## config.mk

```make
export PLATFORM = sky130hd
export DESIGN_NAME = uart_baud_divisor_search
export DESIGN_NICKNAME = d
export VERILOG_FILES = /design/src/rtl/ubds_pkg.sv /design/src/rtl/uart_baud_divisor_search.sv /design/src/rtl/ubds_serial_div.sv
export SDC_FILE = /design/constraint.sdc
export NUM_CORES = 1
export LEC_CHECK = 0
export ABC_AREA = 1
export BUFFER_PORTS_ARGS = -buffer_cell sky130_fd_sc_hd__buf_2
export CORE_ASPECT_RATIO = 1.25
export CORE_MARGIN = 2
export CORE_UTILIZATION = 30
export CTS_CLUSTER_DIAMETER = 200
export DETAILED_ROUTE_END_ITERATION = 12
export GPL_ROUTABILITY_DRIVEN = 0
export SKIP_CTS_REPAIR_TIMING = 1
export SLEW_MARGIN = 20
export SYNTH_ARGS = -nofsm -noshare
export SYNTH_HDL_FRONTEND = slang
export SYNTH_HIERARCHICAL = 1
export SYNTH_SLANG_ARGS = --single-unit
```

## constraint.sdc

```tcl
create_clock -name clk -period 7.9 [get_ports clk]
set_clock_uncertainty 0.1 [all_clocks]
set_input_delay 0.395 -clock clk [delete_from_list [all_inputs] [get_ports clk]]
set_output_delay 0.395 -clock clk [all_outputs]
set_load 0.02 [all_outputs]
```

## src/rtl/ubds_pkg.sv

```systemverilog
// ubds_pkg: shared widths, constants, status codes and sequencer states
// for the uart baud divisor search block; no dependencies
`timescale 1ns / 1ps

package ubds_pkg;

  // field widths
  localparam int KHZ_W    = 16;
  localparam int BAUD_W   = 22;
  localparam int STATUS_W = 2;
  localparam int OSR_W    = 5;
  localparam int DIVOUT_W = 13;

  // internal widths: clock in hz reaches 50e6, divisor reaches 50e6 / 4
  localparam int CLK_HZ_W = 26;
  localparam int DV_W     = 24;
  localparam int TOL_W    = BAUD_W;

  // clock range and scaling
  localparam int CLK_KHZ_MIN   = 32;
  localparam int CLK_KHZ_MAX   = 50000;
  localparam int HZ_PER_KHZ    = 1000;
  localparam int TOL_DIV       = 100;
  localparam int TOL_MUL       = 3;
  localparam int BOTH_EDGE_MIN = 4;
  localparam int BOTH_EDGE_MAX = 8;

  // parameter defaults
  localparam int MIN_RATIO_DEF = 4;
  localparam int MAX_RATIO_DEF = 32;

  typedef enum logic [STATUS_W-1:0] {
    ST_OK        = 2'd0,
    ST_CLK_RANGE = 2'd1,
    ST_NO_FIT    = 2'd2
  } status_t;

  typedef enum logic [3:0] {
    S_IDLE,
    S_TOL_START,
    S_TOL_WAIT,
    S_MUL_DEN,
    S_DV_START,
    S_DV_WAIT,
    S_MUL_GOT,
    S_GOT_START,
    S_GOT_WAIT,
    S_NEXT,
    S_DONE
  } state_t;

  typedef struct packed {
    logic busy;
    logic done;
  } div_stat_t;

endpackage

```

## src/rtl/uart_baud_divisor_search.sv

```systemverilog
// uart_baud_divisor_search: out_valid rises once every ratio MIN_RATIO..MAX_RATIO (4..32 at
// the defaults) is tried, sooner when ratios are skipped; one request at a time, the next
// taken only after the result is taken. the serial divider (two divisions per ratio, one
// more for the tolerance) sets the search time; a clock out of range skips the search and
// gives out_valid in the cycle after accept. in_stall is high from accept until the result
// is taken. synchronous active-low reset returns to idle, no result pending.
`timescale 1ns / 1ps

// top level: sequencer, shared small multiplier and search registers
// depends on ubds_pkg and ubds_serial_div
module uart_baud_divisor_search import ubds_pkg::*; #(
  parameter int MIN_RATIO = MIN_RATIO_DEF,
  parameter int MAX_RATIO = MAX_RATIO_DEF
) (
  input  logic                clk,
  input  logic                rst_n,
  input  logic                in_valid,
  output logic                in_stall,
  input  logic [KHZ_W-1:0]    in_clock_khz,
  input  logic [BAUD_W-1:0]   in_target_baud,
  output logic                out_valid,
  input  logic                out_stall,
  output logic [STATUS_W-1:0] out_status,
  output logic [OSR_W-1:0]    out_osr_field,
  output logic [DIVOUT_W-1:0] out_divisor,
  output logic                out_both_edge,
  output logic                out_enable
);

  // ratio counter holds up to MAX_RATIO
  localparam int RW     = $clog2(MAX_RATIO + 1);
  // multiplier product: baud * ratio or divisor * ratio
  localparam int PROD_W = DV_W + RW;

  state_t state_r, state_nxt;

  logic [CLK_HZ_W-1:0] clk_hz_r, clk_hz_nxt;
  logic [BAUD_W-1:0]   baud_r, baud_nxt;
  logic [RW-1:0]       ratio_r, ratio_nxt;
  logic [PROD_W-1:0]   prod_r, prod_nxt;
  logic [DV_W-1:0]     dv_r, dv_nxt;
  logic [TOL_W-1:0]    tol_r, tol_nxt;
  logic [CLK_HZ_W-1:0] best_err_r, best_err_nxt;
  logic [RW-1:0]       best_ratio_r, best_ratio_nxt;
  logic [DV_W-1:0]     best_dv_r, best_dv_nxt;
  logic                found_r, found_nxt;

  logic [STATUS_W-1:0] status_r, status_nxt;
  logic [OSR_W-1:0]    osr_r, osr_nxt;
  logic [DIVOUT_W-1:0] divout_r, divout_nxt;
  logic                both_edge_r, both_edge_nxt;
  logic                enable_r, enable_nxt;

  // shared divider
  logic                div_start;
  logic [CLK_HZ_W-1:0] div_num;
  logic [PROD_W-1:0]   div_den;
  logic [CLK_HZ_W-1:0] div_quo;
  div_stat_t           div_st;

  // shared multiplier operand
  logic [DV_W-1:0]     mul_a;

  // error of the current ratio
  logic [CLK_HZ_W-1:0] baud_ext;
  logic [CLK_HZ_W-1:0] cur_err;
  logic                clk_bad;
  logic [RW-1:0]       osr_tmp;
  logic                fit_ok;

  ubds_serial_div #(
    .NUM_W (CLK_HZ_W),
    .DEN_W (PROD_W)
  ) u_div (
    .clk   (clk),
    .rst_n (rst_n),
    .start (div_start),
    .num   (div_num),
    .den   (div_den),
    .quo   (div_quo),
    .stat  (div_st)
  );

  // tolerance pass divides the baud by 100, every other pass divides the clock
  assign div_num = (state_r == S_TOL_START) ? CLK_HZ_W'(baud_r) : clk_hz_r;
  assign div_den = (state_r == S_TOL_START) ? PROD_W'(TOL_DIV) : prod_r;

  // multiplier input: baud for the denominator, divisor for the achieved rate
  assign mul_a = (state_r == S_MUL_GOT) ? dv_r : DV_W'(baud_r);

  assign baud_ext = CLK_HZ_W'(baud_r);
  assign cur_err  = (div_quo > baud_ext) ? (div_quo - baud_ext) : (baud_ext - div_quo);

  assign clk_bad = (in_clock_khz < KHZ_W'(CLK_KHZ_MIN)) ||
                   (in_clock_khz > KHZ_W'(CLK_KHZ_MAX));

  assign osr_tmp = best_ratio_r - RW'(1);
  assign fit_ok  = found_r && (best_err_r < CLK_HZ_W'(tol_r));

  always_comb begin
    state_nxt      = state_r;
    clk_hz_nxt     = clk_hz_r;
    baud_nxt       = baud_r;
    ratio_nxt      = ratio_r;
    prod_nxt       = prod_r;
    dv_nxt         = dv_r;
    tol_nxt        = tol_r;
    best_err_nxt   = best_err_r;
    best_ratio_nxt = best_ratio_r;
    best_dv_nxt    = best_dv_r;
    found_nxt      = found_r;
    status_nxt     = status_r;
    osr_nxt        = osr_r;
    divout_nxt     = divout_r;
    both_edge_nxt  = both_edge_r;
    enable_nxt     = enable_r;
    div_start      = 1'b0;

    unique case (state_r)
      S_IDLE: begin
        if (in_valid) begin
          clk_hz_nxt = CLK_HZ_W'({10'd0, in_clock_khz} * CLK_HZ_W'(HZ_PER_KHZ));
          baud_nxt   = in_target_baud;
          found_nxt  = 1'b0;
          ratio_nxt  = RW'(MIN_RATIO);
          if (clk_bad) begin
            // clock out of range: no search
            status_nxt    = ST_CLK_RANGE;
            osr_nxt       = '0;
            divout_nxt    = '0;
            both_edge_nxt = 1'b0;
            enable_nxt    = 1'b0;
            state_nxt     = S_DONE;
          end else begin
            state_nxt = S_TOL_START;
          end
        end
      end
      S_TOL_START: begin
        div_start = 1'b1;
        state_nxt = S_TOL_WAIT;
      end
      S_TOL_WAIT: begin
        if (div_st.done) begin
          tol_nxt   = TOL_W'(div_quo[TOL_W-1:0] * TOL_W'(TOL_MUL));
          state_nxt = S_MUL_DEN;
        end
      end
      S_MUL_DEN: begin
        prod_nxt  = PROD_W'(mul_a) * PROD_W'(ratio_r);
        state_nxt = S_DV_START;
      end
      S_DV_START: begin
        // zero baud gives a zero denominator: skip the ratio
        if (prod_r == '0) begin
          state_nxt = S_NEXT;
        end else begin
          div_start = 1'b1;
          state_nxt = S_DV_WAIT;
        end
      end
      S_DV_WAIT: begin
        if (div_st.done) begin
          dv_nxt = div_quo[DV_W-1:0];
          // zero divisor: ratio unusable
          state_nxt = (div_quo == '0) ? S_NEXT : S_MUL_GOT;
        end
      end
      S_MUL_GOT: begin
        prod_nxt  = PROD_W'(mul_a) * PROD_W'(ratio_r);
        state_nxt = S_GOT_START;
      end
      S_GOT_START: begin
        div_start = 1'b1;
        state_nxt = S_GOT_WAIT;
      end
      S_GOT_WAIT: begin
        if (div_st.done) begin
          // equal error keeps the later, larger ratio
          if (!found_r || (cur_err <= best_err_r)) begin
            best_err_nxt   = cur_err;
            best_ratio_nxt = ratio_r;
            best_dv_nxt    = dv_r;
            found_nxt      = 1'b1;
          end
          state_nxt = S_NEXT;
        end
      end
      S_NEXT: begin
        if (ratio_r == RW'(MAX_RATIO)) begin
          if (fit_ok) begin
            status_nxt    = ST_OK;
            osr_nxt       = OSR_W'(osr_tmp);
            divout_nxt    = best_dv_r[DIVOUT_W-1:0];
            both_edge_nxt = (best_ratio_r >= RW'(BOTH_EDGE_MIN)) &&
                            (best_ratio_r <= RW'(BOTH_EDGE_MAX));
            enable_nxt    = 1'b1;
          end else begin
            status_nxt    = ST_NO_FIT;
            osr_nxt       = '0;
            divout_nxt    = '0;
            both_edge_nxt = 1'b0;
            enable_nxt    = 1'b0;
          end
          state_nxt = S_DONE;
        end else begin
          ratio_nxt = ratio_r + RW'(1);
          state_nxt = S_MUL_DEN;
        end
      end
      S_DONE: begin
        if (!out_stall) begin
          state_nxt = S_IDLE;
        end
      end
      default: begin
        state_nxt = S_IDLE;
      end
    endcase
  end

  // control state
  always_ff @(posedge clk) begin
    if (!rst_n) begin
      state_r <= S_IDLE;
      found_r <= 1'b0;
    end else begin
      state_r <= state_nxt;
      found_r <= found_nxt;
    end
  end

  // datapath and result registers
  always_ff @(posedge clk) begin
    clk_hz_r     <= clk_hz_nxt;
    baud_r       <= baud_nxt;
    ratio_r      <= ratio_nxt;
    prod_r       <= prod_nxt;
    dv_r         <= dv_nxt;
    tol_r        <= tol_nxt;
    best_err_r   <= best_err_nxt;
    best_ratio_r <= best_ratio_nxt;
    best_dv_r    <= best_dv_nxt;
    status_r     <= status_nxt;
    osr_r        <= osr_nxt;
    divout_r     <= divout_nxt;
    both_edge_r  <= both_edge_nxt;
    enable_r     <= enable_nxt;
  end

  // handshake: busy from accept until the result is taken
  assign in_stall      = (state_r != S_IDLE);
  assign out_valid     = (state_r == S_DONE);
  assign out_status    = status_r;
  assign out_osr_field = osr_r;
  assign out_divisor   = divout_r;
  assign out_both_edge = both_edge_r;
  assign out_enable    = enable_r;

  // divider finishes only while the sequencer waits on it
  a_div_done_in_wait: assert property (@(posedge clk) disable iff (!rst_n)
    div_st.done |-> (state_r == S_TOL_WAIT) || (state_r == S_DV_WAIT) ||
                    (state_r == S_GOT_WAIT))
    else $error("divider done outside a wait state");

  // divider is never restarted while busy
  a_no_restart: assert property (@(posedge clk) disable iff (!rst_n)
    div_start |-> !div_st.busy)
    else $error("divider started while busy");

  // a rejected result carries all-zero fields
  a_reject_zero: assert property (@(posedge clk) disable iff (!rst_n)
    (out_valid && (out_status != ST_OK)) |->
      (out_osr_field == '0) && (out_divisor == '0) && !out_both_edge && !out_enable)
    else $error("rejected result with nonzero fields");

  // an accepted result always has a usable ratio within tolerance
  a_ok_fit: assert property (@(posedge clk) disable iff (!rst_n)
    (out_valid && (out_status == ST_OK)) |-> fit_ok && out_enable)
    else $error("accepted result without a fitting ratio");

endmodule

```

## src/rtl/ubds_serial_div.sv

```systemverilog
// ubds_serial_div: restoring divider, one quotient bit per cycle
// depends on ubds_pkg (div_stat_t)
`timescale 1ns / 1ps

module ubds_serial_div import ubds_pkg::*; #(
  parameter int NUM_W = CLK_HZ_W,
  parameter int DEN_W = DV_W + 6
) (
  input  logic             clk,
  input  logic             rst_n,
  input  logic             start,
  input  logic [NUM_W-1:0] num,
  input  logic [DEN_W-1:0] den,
  output logic [NUM_W-1:0] quo,
  output div_stat_t        stat
);

  localparam int CNT_W = (NUM_W > 1) ? $clog2(NUM_W) : 1;

  logic             busy_r, busy_nxt;
  logic             done_r, done_nxt;
  logic [CNT_W-1:0] cnt_r, cnt_nxt;
  logic [DEN_W-1:0] rem_r, rem_nxt;
  logic [NUM_W-1:0] quo_r, quo_nxt;
  logic [DEN_W-1:0] den_r, den_nxt;

  logic [DEN_W:0]   trial;
  logic [DEN_W:0]   diff;
  logic             ge;

  assign trial = {rem_r, quo_r[NUM_W-1]};
  assign diff  = trial - {1'b0, den_r};
  assign ge    = (trial >= {1'b0, den_r});

  always_comb begin
    busy_nxt = busy_r;
    done_nxt = 1'b0;
    cnt_nxt  = cnt_r;
    rem_nxt  = rem_r;
    quo_nxt  = quo_r;
    den_nxt  = den_r;
    if (start) begin
      busy_nxt = 1'b1;
      cnt_nxt  = '0;
      rem_nxt  = '0;
      quo_nxt  = num;
      den_nxt  = den;
    end else if (busy_r) begin
      // shift next dividend bit into the partial remainder
      rem_nxt = ge ? diff[DEN_W-1:0] : trial[DEN_W-1:0];
      quo_nxt = {quo_r[NUM_W-2:0], ge};
      cnt_nxt = cnt_r + CNT_W'(1);
      if (cnt_r == CNT_W'(NUM_W - 1)) begin
        busy_nxt = 1'b0;
        done_nxt = 1'b1;
      end
    end
  end

  always_ff @(posedge clk) begin
    if (!rst_n) begin
      busy_r <= 1'b0;
      done_r <= 1'b0;
      cnt_r  <= '0;
    end else begin
      busy_r <= busy_nxt;
      done_r <= done_nxt;
      cnt_r  <= cnt_nxt;
    end
  end

  always_ff @(posedge clk) begin
    rem_r <= rem_nxt;
    quo_r <= quo_nxt;
    den_r <= den_nxt;
  end

  assign quo       = quo_r;
  assign stat.busy = busy_r;
  assign stat.done = done_r;

endmodule

```

Yosys cells after proc, flatten, opt, wreduce, memory -nomap -nowiden:

Cells that the tools add are included.
W data, S select, Z words.

* bits in registers: 292
* output and inout port bits: 24

* $add $sub $neg: 6
* multipliers: 3
* $lt $le $gt $ge: 8
* equal/unequal tests: 21
* multiplexer cells: 52
* bitwise gates (word level): 2
* reductions and logical operators: 24

Operators with widths (number)
* $mux W26: 4
* $mux W13: 4
* $pmux W4 S11: 1
* $mux W4: 9
* $ge A31 B30 Y1: 1
* $logic_not A30 Y1: 1
* $mul A24 B6 Y30: 1
* $mux W30: 1
* $sub A30 B30 Y30: 1
* $gt A26 B22 Y1: 1
* $le A26 B26 Y1: 1
* $logic_not A26 Y1: 1
* $lt A26 B22 Y1: 1
* $pmux W13 S2: 1
* $sub A22 B26 Y26: 1
* $sub A26 B22 Y26: 1
* $mux W24: 1
* $mul A16 B7 Y23 const B: 1
* $mul A22 B2 Y22 const B: 1
* $mux W5: 4
* $eq A4 B3 Y1 const B: 4
* $gt A16 B16 Y1 const B: 1
* $lt A16 B6 Y1 const B: 1
* $mux W1: 14
* other kinds (31): 59

Longest topological paths before layout:

Gate-level depths: netlist of the first run.

* word-level depth: 7
* mapped depth: 31

Cells and area by module:

The synthesis of the first run kept the hierarchy.

Modules (own cells, without submodules)
* uart_baud_divisor_search: instances 1, cells each 2442, area an instance 20140.6 um^2, seq. area each 5925.7 um^2
* ubds_serial_div: instances 1, cells each 876, area an instance 6162.2 um^2, seq. area each 2422.3 um^2

Least setup slack after synthesis of the first run:

OpenSTA, ideal clock, no wires.

* path kind: register to register
* from: register u_div.quo_r[0] (netlist: u_div/quo[0])
* to: register best_dv_r[0] (enable)
* arrival: 4.841 ns
* data required time: 7.352 ns
* slack: 2.511 ns
* stages on the path, launching flop included: 26
* buffers on the path: 1
* clock period less this slack: 5.389 ns
* cell sequence: edfxtp_1 > inv_1 > ha_1 > inv_1 > fa_1 > nand2_1 > nand2_1 > nand2_1 > nand2_2 > nand2_1 > nand4_2 > nand2_4 > buf_4 > nand2_1 > nand2_1 > inv_1 > ha_1 > nand2_1 > nor2_1 > and2_1 > nand4_1 > nand2_1 > inv_1 > nand2_1 > nand2_1 > nor2_1

* cells in the longest elaborated chain, start to end: 5

Ends and longest elaborated chain
* from (decl): line ubds_serial_div.sv:24 `logic [NUM_W-1:0] quo_r, quo_nxt;`
* from (signal assigned): line ubds_serial_div.sv:74 `quo_r <= quo_nxt;`
* $sub A22 B26 Y26 (tied with other cells): line uart_baud_divisor_search.sv:92 `assign cur_err = (div_quo > baud_ext) ? (div_quo - baud_ext) : (baud_ext - div_quo);`
* $mux W26 (*): line uart_baud_divisor_search.sv:92
* via cur_err[8]: line uart_baud_divisor_search.sv:66 `logic [CLK_HZ_W-1:0] cur_err;`
* $le A26 B26 Y1 (*): line uart_baud_divisor_search.sv:180 `if (!found_r || (cur_err <= best_err_r)) begin`
* $logic_or A1 B1 Y1 (*): line uart_baud_divisor_search.sv:180
* $reduce_and A3 Y1 (no line) (*)
* to (signal assigned): line uart_baud_divisor_search.sv:243 `best_dv_r <= best_dv_nxt;`
* to (decl): line uart_baud_divisor_search.sv:45 `logic [DV_W-1:0] best_dv_r, best_dv_nxt;`

The timed path passes the listed nets; every way through them passes the cells marked *.
A chain may end at the register's enable or synchronous reset.

Final worst setup path of the first run:

* from: register state_r[0]
* to: register prod_r[22], data pin

* cells in the longest elaborated chain, start to end: 3

Ends and longest elaborated chain
* from (decl): line uart_baud_divisor_search.sv:35 `state_t state_r, state_nxt;`
* from (signal assigned): line uart_baud_divisor_search.sv:228 `state_r <= state_nxt;`
* $eq A4 B3 Y1: line uart_baud_divisor_search.sv:89, uart_baud_divisor_search.sv:119
* $mux W24: line uart_baud_divisor_search.sv:89 `assign mul_a = (state_r == S_MUL_GOT) ? dv_r : DV_W'(baud_r);`
* $mul A24 B6 Y30: line uart_baud_divisor_search.sv:150, uart_baud_divisor_search.sv:170
* to (signal assigned): line uart_baud_divisor_search.sv:238 `prod_r <= prod_nxt;`
* to (decl): line uart_baud_divisor_search.sv:40 `logic [PROD_W-1:0] prod_r, prod_nxt;`

Every way passes these cells.

==> qor.csv, run 1 <==
metric,value,unit
status,"finished, final reports clean",
cp.depth,24,
cts_made_buffers,31,
hold_violations,0,
hp-class,in -> reg,
rsz0062_at_grt,no,
avgViaCountPerCell,4.62,
hpwl,57400,µm
syn_area_per_cell,7.93,µm²
cp_num_buf_inv,5,
syn_nets,3769,
grt_pass1_wl,112000,µm
nets,3850,
cts_tree,yes,
cp_slowest_cell,nor2_2,
final_cell_mix,"nand2_1 (827), inv_1 (588), nor2_1 (339)",
clock_latency,0.63,ns
setup_viol,0,
core-area,0.0871,mm²
drive_above_1_share,5.99,%
maxCapViolations,0,
period_needed,5.99,ns
crit_family,adder cells,
syn_inst,3317,
antenna_left,0,
num_vias,21200,
antenna_found_initial,2,
initial_core_util,30.2,%
maxSlewViolCount,0,
crit_arrival,6.25,ns
grt_max_degree,46,
cts_buffer_depth,3,
post-route-period-util,75.9,%
criticalPathCategory,reg -> reg,
wl,69800,µm
ios,66,
cts-root-buf,clkbuf_16,
clock_sinks,292,
die_y,335,µm
drc_errors,0,
netlist_area,0.0263,mm²
grt-ovfl-total,0,
max_freq,167,MHz
crit_chain,"inv_1, nand2_1, nor2_2, inv_2, or2_2, o21a_1, inv_1, nor2_1, fa_1, fa_1, inv_1, fa_1, inv_1, ha_1, a21oi_1, nor2_1, nor2_1, nand2_1, a21oi_1, o21ai_0, nand2_1, nand2_1, nand2_1, nand2_1",
layout_commonest_cell,nand2_1,
cp-start-kind,flip-flop,
yosysWarningCount,6,
required,8.15,ns
htreeDepth,1,
port_buffers,65,
grt_pass1_vias,20800,
worst_slew_pin_slew,1.08,ns
clk_pin_slew,0.07,ns
cp_max_fo,31,
final_util,33.6,%
cp_slowest_stage_delay,0.58,ns
max_slew_margin,28.2,%
routedWlPerCell,15.2,µm
drtIter0Drc,1514,
rows,121,
cp_common_cell,nand2_1,
critPathCaptureType,flip-flop,
hold_depth,6,
dieArea,0.0900,mm²
rr_worst_depth,24,
first_pass_iters,6,
finalSetupTns,0,ns
grt_usage,15.7,%
fp.dieW,269,µm
area_delta_synth_final,11.4,%
state kept, by name, indices dropped and copies added (netlist names):
| name | cells |
|---|---|
| best_err_r | 26 |
| u_div/rem_r | 30 |
| clk_hz_r | 23 |
| state_r | 4 |
| u_div/den_r | 30 |
| out_enable | 1 |
| best_dv_r | 13 |
| best_ratio_r | 6 |
| out_both_edge | 1 |
| u_div/done_r | 1 |
| prod_r | 30 |
| dv_r | 24 |
| out_status | 2 |
| u_div/quo | 26 |
| u_div/busy_r | 1 |
| out_osr_field | 5 |
| found_r | 1 |
| baud_r | 22 |
| u_div/cnt_r | 5 |
| ratio_r | 6 |
| tol_r | 22 |
| out_divisor | 13 |
worst paths after layout:
path                  end  slack, ns        from
min               found_r       0.13    in_valid
min reg2reg  best_dv_r[8]       0.37     dv_r[8]
max            prod_r[22]       1.91  state_r[0]
max reg2reg    prod_r[22]       1.91  state_r[0]
per-stage QoR:
stage	std cells	instance area (µm²)	worst slack [ns]	hold WS [ns]
floorplan	3317	26300	2.51	0.318
detailed placement	4507	27900	2.06	0.352
finish	4593	29300	1.91	0.125
global route	4591	29300	1.35	0.151
global placement	4507	27900	2.16	0.360
CTS	4565	29000	1.95	-0.208
per-layer routing:
metal / part of all wire (%) / vias up / track usage [%]
met2: 48 / 548 / 27.3
met3: 5.4 / 104 / 1.75
met1: 44 / 9861 / 20.5
li1: - / 10700 / -
met4: 2.7 / 2 / 4.33
met5: 0.019 / - / 0
layout make-up:
cell class / count / area, µm²
tap: 1168 / 1460
timing repair buffer: 102 / 673
inverter: 609 / 2290
sequential: 292 / 8350
multi-input combinational: 2362 / 15400
clock inverter: 22 / 280
antenna: 2 / 5.00
clock buffer: 36 / 805
fill: 9213 / 57800
tightest hold or removal path, stage by stage:
cell     delay, ns
buf_2         0.11
inv_1         0.06
nor2_4        0.10
inv_1         0.06
nand2_1       0.05
a21oi_1       0.04
Power of run 1 is left out: the tool's default activity adds up to more than one toggle a clock period on the data nets, which glitch-free logic cannot reach.
==> run 2: changes to the inputs <==
==> constraint.sdc (replaced) <==
create_clock -name clk -period 5.2 [get_ports clk]
set_clock_uncertainty 0.1 [all_clocks]
set_input_delay 0.26 -clock clk [delete_from_list [all_inputs] [get_ports clk]]
set_output_delay 0.26 -clock clk [all_outputs]
set_load 0.02 [all_outputs]
==> qor.csv, run 2 (synthesized netlist as in run 1, its figures left out) <==
metric,value,unit,change
diodes,0,,-2
htreeDepth,2,,+1
setup_viol,0,,unchanged
fp.dieW,269,µm,unchanged
cts_buffer_depth,3,,unchanged
worst_slew_pin_slew,1.06,ns,-0.0141 ns
rows,121,,unchanged
num_vias,21600,,+1.8%
clock_sinks,292,,unchanged
drive_above_1_share,7.43,%,+1.4 points
hpwl,58700,µm,+2.3%
cts_made_buffers,34,,+9.7%
layout_commonest_cell,nand2_1,,
hold_violations,0,,unchanged
wl,71800,µm,+2.9%
reg.largest.list,"prod_r x30, u_div/den_r x30, u_div/rem_r x30",,
cp_max_fo,28,,-9.7%
grt_usage,16.2,%,+0.54 points
criticalPathCategory,reg -> reg,,
grt_use_met1,20.6,%,+0.12 points
antenna_left,0,,unchanged
maxCapViolations,0,,unchanged
cp-start-kind,flip-flop,,
post-route-period-util,94.5,%,+19 points
initial_core_util,30.2,%,unchanged
dieArea,0.0900,mm²,unchanged
routedWlPerCell,15.5,µm,+2.2%
period_needed,4.92,ns,-1.08 ns
antenna_found_initial,1,,-1
r2r-start,state_r[0],,
status,"finished, final reports clean",,
cts_tree,yes,,
max_freq,203,MHz,+22%
hp-start,in_clock_khz[2],,
grt-ovfl-total,0,,unchanged
grt_pass1_vias,21400,,+3.0%
first_pass_iters,5,,-1
hp-class,in -> reg,,
crit_arrival,5.11,ns,-1.14 ns
port_buffers,65,,unchanged
maxSlewViolCount,0,,unchanged
max_slew_margin,29.2,%,+0.94 points
critPathCaptureType,flip-flop,,
crit_start,state_r[0],,
multi_input_area,0.0155,mm²,+0.34%
avgViaCountPerCell,4.67,,+1.1%
final_cell_mix,"nand2_1 (826), inv_1 (588), nor2_1 (340)",,
required,5.39,ns,-2.76 ns
drc_errors,0,,unchanged
nFillCells,9127,,-0.93%
ios,66,,unchanged
nets,3886,,+0.94%
grt_pass1_wl,115000,µm,+3.2%
top_usage_layer,met2,,
cts-root-buf,clkbuf_16,,
core-area,0.0871,mm²,unchanged
clock_latency,0.56,ns,-0.07 ns
regArea,0.00835,mm²,about the same
area_delta_synth_final,13.0,%,
grtUsageMet2,28.5,%,+1.2 points
clk_pin_slew,0.06,ns,about the same
grt_max_degree,47,,+2.2%
gr-usage-met3,2.42,%,+0.67 points
drtIter0Drc,1348,,-11%
final_util,34.1,%,+0.49 points
die_y,335,µm,unchanged
run 2: metrics by stage:
step | hold WS [ns] | instance area [µm²] | worst slack (ns) | instances | TNS [ns]
floorplan | 0.259 | 26300 | 0.552 | 3317 | 0
global placement | 0.339 | 28200 | 0.145 | 4540 | 0
detailed placement | 0.338 | 28200 | 0.0495 | 4540 | 0
CTS | -0.258 | 29400 | 0.0185 | 4600 | 0
global route | 0.0735 | 29700 | -0.00127 | 4626 | -0.00127
finish | 0.0749 | 29700 | 0.284 | 4626 | 0
run 2: cell type report:
| class | instances | share of cell area (%) |
|---|---|---|
| Tap cell | 1168 | 4.92 |
| Timing Repair Buffer | 135 | 3.20 |
| Inverter | 609 | 7.70 |
| Sequential cell | 292 | 28.1 |
| Clock inverter | 25 | 1.12 |
| Multi-Input combinational cell | 2362 | 52.1 |
| Clock buffer | 35 | 2.88 |
run 2: worst max-delay path: stages, from the launching register on:
cell	delay, ns
dfxtp_1	0.32
inv_1	0.08
nand2_1	0.12
nor2_2	0.16
inv_2	0.09
buf_12	0.17
or2_2	0.28
o21a_1	0.13
inv_1	0.14
nor2_1	0.07
fa_1	0.48
inv_1	0.06
fa_1	0.50
fa_1	0.54
inv_1	0.04
ha_1	0.35
a21oi_1	0.23
o21ai_0	0.16
a21oi_1	0.19
nand3_2	0.17
a21oi_1	0.20
xnor2_1	0.08
run 2: worst paths after layout:
kind | end | slack [ns] | cells after the start
min reg2reg | u_div/rem_r[15] | 0.37 | 2
max reg2reg | prod_r[24] | 0.28 | 21
max | prod_r[24] | 0.28 | 21
min | clk_hz_r[5] | 0.07 | 2
run 2: layer usage:
metal	vias to the layer above	share of wire [%]
met2	487	49
met4	2	2.5
met3	94	5.0
met1	10200	44
li1	10800	-
met5	-	0.018
Power of run 2 is left out for the same reason.
